[config.mk]
export PLATFORM = sky130hd
export DESIGN_NAME = q24a_queue
export DESIGN_NICKNAME = d
export VERILOG_FILES = /design/src/q24a_pkg.sv /design/src/q24a_queue.sv
export SDC_FILE = /design/constraint.sdc
export NUM_CORES = 1
export LEC_CHECK = 0
export BUFFER_PORTS_ARGS = -buffer_cell sky130_fd_sc_hd__buf_2
export CORE_AREA = 2 2 206 127
export CTS_CLUSTER_DIAMETER = 60
export DETAILED_ROUTE_END_ITERATION = 12
export DIE_AREA = 0 0 208 129
export GPL_ROUTABILITY_DRIVEN = 0
export GPL_TIMING_DRIVEN = 0
export PLACE_DENSITY = 0.87
export SLEW_MARGIN = 20
export SYNTH_ARGS = -nofsm -noshare
export SYNTH_HDL_FRONTEND = slang
export SYNTH_SLANG_ARGS = --single-unit
[constraint.sdc]
create_clock -name clk -period 8.7 [get_ports clk]
set_clock_uncertainty 0.2 [all_clocks]
set_input_delay 0.87 -clock clk [delete_from_list [all_inputs] [get_ports clk]]
set_output_delay 0.87 -clock clk [all_outputs]
set_load 0.01 [all_outputs]
[src/q24a_pkg.sv]
// ----------------------------------------------------------------------------
// q24a_pkg: shared types and constants for the Q24.8 fixed-point ALU
// Holds opcode names, payload structs and the internal queue entry.
// ----------------------------------------------------------------------------
`default_nettype none
package q24a_pkg;

  localparam int FRAC_BITS_DEF = 8;
  localparam int QUEUE_DEPTH   = 4;
  localparam int QUEUE_AW      = 2;

  typedef enum logic [3:0] {
    OP_ADD = 4'd0, OP_SUB = 4'd1, OP_MUL = 4'd2, OP_DIV = 4'd3,
    OP_GT  = 4'd4, OP_LT  = 4'd5, OP_GE  = 4'd6, OP_LE  = 4'd7,
    OP_EQ  = 4'd8, OP_NE  = 4'd9, OP_INC = 4'd10, OP_DEC = 4'd11,
    OP_MIN = 4'd12, OP_MAX = 4'd13, OP_TOINT = 4'd14, OP_FROMINT = 4'd15
  } opcode_t;

  typedef struct packed {
    logic [3:0]         opcode;
    logic signed [31:0] operand_a;
    logic signed [31:0] operand_b;
  } in_item_t;

  typedef struct packed {
    logic signed [31:0] value;
    logic               compare_true;
    logic               divide_by_zero;
  } out_item_t;

  // Classified work for the back end.
  typedef enum logic [1:0] {
    CLS_DIRECT = 2'd0,
    CLS_MUL    = 2'd1,
    CLS_DIV    = 2'd2
  } cls_t;

  typedef struct packed {
    cls_t               cls;
    logic signed [31:0] operand_a;
    logic signed [31:0] operand_b;
    out_item_t          direct;
  } work_t;

endpackage
`default_nettype wire

[src/q24a_queue.sv]
// ----------------------------------------------------------------------------
// q24a_queue: short queue between front and back
// Circular buffer; push and pop may share a cycle.
// ----------------------------------------------------------------------------
`default_nettype none
module q24a_queue (
  input  wire                    clk,
  input  wire                    rst_n,
  input  wire                    push,
  input  wire q24a_pkg::work_t   push_data,
  output logic                   full,
  input  wire                    pop,
  output q24a_pkg::work_t        pop_data,
  output logic                   empty
);

  localparam int AW = q24a_pkg::QUEUE_AW;

  q24a_pkg::work_t mem [q24a_pkg::QUEUE_DEPTH];
  logic [AW-1:0] wr_r, rd_r;
  logic [AW:0]   cnt_r;
  logic          do_push, do_pop;

  assign full     = cnt_r == (AW+1)'(q24a_pkg::QUEUE_DEPTH);
  assign empty    = cnt_r == '0;
  assign do_push  = push && !full;
  assign do_pop   = pop && !empty;
  assign pop_data = mem[rd_r];

  always_ff @(posedge clk) begin
    if (do_push) begin
      mem[wr_r] <= push_data;
    end
  end

  always_ff @(posedge clk) begin
    if (!rst_n) begin
      wr_r  <= '0;
      rd_r  <= '0;
      cnt_r <= '0;
    end else begin
      if (do_push) wr_r <= wr_r + 1'b1;
      if (do_pop)  rd_r <= rd_r + 1'b1;
      cnt_r <= cnt_r + (AW+1)'(do_push) - (AW+1)'(do_pop);
    end
  end

endmodule
`default_nettype wire

---- After elaboration in Yosys (flattened, before gate mapping) ----
Memory sizes are Yosys's and may differ from the RTL's. A register that Yosys moved wholly into a read port is not among the register bits.
Index checks and enable logic that the tools add are counted.
Widths: inputs -> output; s select.
word-level totals
  register bits after elaboration ......... 7
  memory bits (writable) .................. 400
  input port bits ......................... 104
  output and inout port bits .............. 102
  word-level logic and storage cells ...... 18
  memories ................................ 1
memories
  name  words  width  read ports  clocked after memory_dff  wr ports  RTL line          source
  mem   4      100    1           1                         1         q24a_queue.sv:19  q24a_pkg::work_t mem [q24a_pkg::QUEUE_DEPTH];
cells by class
  add/sub/neg operators ................... 4
  equal/unequal tests ..................... 1
  muxes and demuxes ....................... 4
  reduce and logical (&&, ||, !) cells .... 5
operators with widths
  kind                 count
  $add 2x1->2 const B  2
  $mux 2               2
  $add 3x1->3          1
  $eq 3x3->1 const B   1
  $logic_not 3->1      1
  $sub 3x1->3          1
  $logic_and 1x1->1    2
  $logic_not 1->1      2
  $mux 1               2

---- Longest topological paths before layout ----
  depth in word-level cells ............... 5
  depth in mapped cells ................... 11
  mapped depth without buffers ............ 10

---- Least setup slack after synthesis ----
No wires, ideal clock.
  kind .................................... input port to flip-flop
  start ................................... input port push
  end ..................................... memory mem[0][0] (netlist name), enable pin
  setup time .............................. 0.470 ns
  data arrival time ....................... 3.469 ns
  data required time ...................... 8.030 ns
  setup slack ............................. 4.561 ns
  cell stages on the path ................. 3
  buffers on the path ..................... 1
  cells stage by stage .................... nor2b_1 -> buf_2 -> and2_1
between the ends
  longest elaborated chain between the ends .. 3
ends and longest elaborated chain
  what                          RTL line          source
  start, declared               q24a_queue.sv:9   input wire push,
  $logic_and 1x1->1             q24a_queue.sv:26  assign do_push = push && !full;
  $mux 1                        q24a_queue.sv:31  if (do_push) begin
  $mux 1 (implied by the code)  q24a_queue.sv:32  mem[wr_r] <= push_data;
  end, declared                 q24a_queue.sv:19
No other way between the ends.

==> flow_summary.json <==
{
  "status": "complete, no violations",
  "core_area_sq_um": 24900,
  "clock-sinks": 409,
  "wire_per_inst_microns": 24.3,
  "netlist.area_leader.share_pct": 80.0,
  "grt_max_degree": 47,
  "regToRegSetupSlack_ns": 6.13,
  "fill_cells": 1416,
  "crit_type": "reg2out",
  "avgSynthCellArea_sq_um": 26.2,
  "rsz0062_at_grt": "false",
  "ir_drop_v": 0.000197,
  "cts_resized": 0,
  "die_h_microns": 129,
  "setup_viol": 0,
  "grt_pass1_vias": 7107,
  "reg2reg_from": "cnt_r[2]",
  "post-dp-hpwl_microns": 18000,
  "nets": 935,
  "startpoint_type": "flop",
  "die_x_microns": 208,
  "initial_utilization_pct": 60.3,
  "drtIter0Drc": 659,
  "ys_seq_elements": 409,
  "vias": 6840,
  "ys_warn_count": 0,
  "core.rowCount": 45,
  "synthDistinctLibCells": 21,
  "max_freq_mhz": 296,
  "worstPathRequired_ns": 7.63,
  "synth-seq-area-share_pct": 81.2,
  "viasPerCell": 5.80,
  "whs_path_depth": 2,
  "worstHoldStart": "wr_r[1]",
  "dr.pass1.iters": 5,
  "worstSetupEndpointType": "primary output",
  "synth_cells": 573,
  "final_util_pct": 71.6,
  "finalCritPeriodShare_pct": 38.8,
  "grt_pass1_wl_microns": 43100,
  "r2r-end": "cnt_r[2]",
  "cts_tree": "done",
  "ios": 206,
  "hold_end": "wr_r[1]",
  "max_cap_viol_count": 0,
  "path_clk_slew_ns": 0.07,
  "worstPathArrival_ns": 2.31,
  "slew_viol_final": 0,
  "synth_area_leaders": "edfxtp_1 80%, mux4_2 15%, buf_12 1.3%",
  "power_density_nw_per_um2": 289,
  "hold_buffers": 0,
  "final_hold_viol_count": 0,
  "reg2regPathDepth": 11,
  "power_mw": 5.15,
  "fin_crit_ns": 3.38,
  "antenna_found_initial": 1,
  "cp_max_fo": 10,
  "portBuffers": 204,
  "grt-ovfl-total": 0,
  "synthesis.nets": 684,
  "cts_max_level": 2,
  "dieArea_sq_um": 26800,
  "drive_gt1_share_pct": 46.1,
  "hold_path.class": "reg2reg",
  "maxSlewHeadroom_pct": 54.2,
  "tns_ns": 0,
  "clockBufferDepth": 3,
  "tightestPinTransition_ns": 0.688,
  "routed_wl_microns": 28600,
  "syn_to_final_growth_pct": 18.7,
  "ant_nets": 0,
  "cts_root_buffer": "clkbuf_16",
  "netlist_area_sq_um": 15000,
  "yosysTopAreaCell": "edfxtp_1",
  "leakage_nw": 6.02,
  "cts_setup_buffers": 0,
  "drc_errors": 0,
  "grt_usage_pct": 21.9,
  "clock_latency_ns": 0.52,
  "numCtsBuffers": 37
}
## cell type report
| class | count | area [sq um] | area share (%) |
|---|---|---|---|
| Clock inverter | 17 | 166 | 0.934 |
| Multi-Input combinational cell | 134 | 2540 | 14.2 |
| Timing Repair Buffer | 212 | 1210 | 6.80 |
| Sequential cell | 409 | 12200 | 68.4 |
| Tap cell | 329 | 412 | 2.31 |
| Buffer | 24 | 275 | 1.54 |
| Clock buffer | 47 | 1010 | 5.64 |
| Antenna cell | 1 | 2.50 | 0.0140 |
| Inverter | 6 | 22.5 | 0.126 |
## worst max path at each step
stage          from      endpoint  cells after the start
3_3_place_gp   push    mem[2][60]                      4
3_5_place_dp   push      cnt_r[2]                     11
4_1_cts        flop  pop_data[70]                      4
6_report       flop  pop_data[63]                      4
2_1_floorplan  push     mem[0][0]                      3
5_1_grt        flop  pop_data[24]                      4
## layer usage
layer | wire length, microns | GRT usage, % | share of wire [%] | vias up
met4 | 488 | 5.92 | 1.7 | 2
met1 | 11700 | 30.8 | 41 | 3546
met5 | 17 | 0 | 0.059 | -
met2 | 14100 | 34.9 | 49 | 283
li1 | - | - | - | 2963
met3 | 2310 | 5.83 | 8.1 | 46
## synthesized netlist by cell type
cell and instances:
a21boi_0 1, and2_1 7, buf_1 1, buf_12 10
buf_2 12, buf_6 1, dfxtp_1 9, edfxtp_1 400
fa_1 1, ha_1 6, inv_1 6, mux2i_1 2
mux4_2 100, nand2_1 6, nor2b_1 2, nor3_2 1
nor3b_2 1, o21ai_0 3, or3_1 1, or4bb_1 1
xnor2_1 2
## worst max-delay path, stage by stage (launching register included)
cell     delay [ns]
dfxtp_1        0.30
buf_1          0.52
buf_2          0.40
mux4_2         0.38
buf_2          0.17
## registers in the layout (all words and copies together), names as in the netlist, named ones only
register  cells
mem         400
rd_r          2
cnt_r         3
wr_r          2
## cell families after synthesis
family / synth area share (%)
compound gates: 0.150
xor+xnor: 0.117
fa+ha+maj: 0.633
buf+inv: 1.98
flops: 81.2
mux: 15.1
simple gates: 0.792
## layout by cell type (no fill, tap or decap)
| cell | Yosys | routed |
|---|---|---|
| nand2_1 | 6 | 6 |
| nor3_2 | 1 | 1 |
| mux2i_1 | 2 | 2 |
| buf_16 | 0 | 4 |
| clkinv_4 | 0 | 1 |
| o21ai_0 | 3 | 3 |
| or3_1 | 1 | 1 |
| edfxtp_1 | 400 | 400 |
| xnor2_1 | 2 | 2 |
| clkinv_2 | 0 | 4 |
| mux4_2 | 100 | 100 |
| fa_1 | 1 | 1 |
| clkinvlp_4 | 0 | 1 |
| clkbuf_16 | 0 | 39 |
| bufinv_16 | 0 | 3 |
| clkbuf_1 | 0 | 8 |
| or4bb_1 | 1 | 1 |
| a21boi_0 | 1 | 1 |
| nor3b_2 | 1 | 1 |
| buf_1 | 1 | 1 |
| inv_1 | 6 | 6 |
| dfxtp_1 | 9 | 9 |
| inv_6 | 0 | 2 |
| ha_1 | 6 | 6 |
| buf_2 | 12 | 216 |
| and2_1 | 7 | 3 |
| nor2b_1 | 2 | 2 |
| and2_4 | 0 | 4 |
| buf_12 | 10 | 14 |
| buf_6 | 1 | 1 |
| diode_2 | 0 | 1 |
| clkinv_1 | 0 | 6 |
## stage by stage
step / std cells / setup slack, ns / instance area [sq um] / hold WS, ns
2_1_floorplan: 573 / 4.56 / 15000 / 0.261
3_3_place_gp: 1106 / 2.73 / 16400 / 0.276
3_5_place_dp: 1114 / 5.71 / 16600 / 0.293
4_1_cts: 1178 / 5.24 / 17800 / 0.302
5_1_grt: 1178 / 5.21 / 17800 / 0.339
6_report: 1179 / 5.32 / 17800 / 0.301
## report_power, final
part	leakage [nW]	internal, mW	switching (mW)
sequential	3.74	2.39	0.0545
combinational	1.71	0.559	0.580
clock	0.571	0.910	0.661
(Power assumes the default switching activity.)
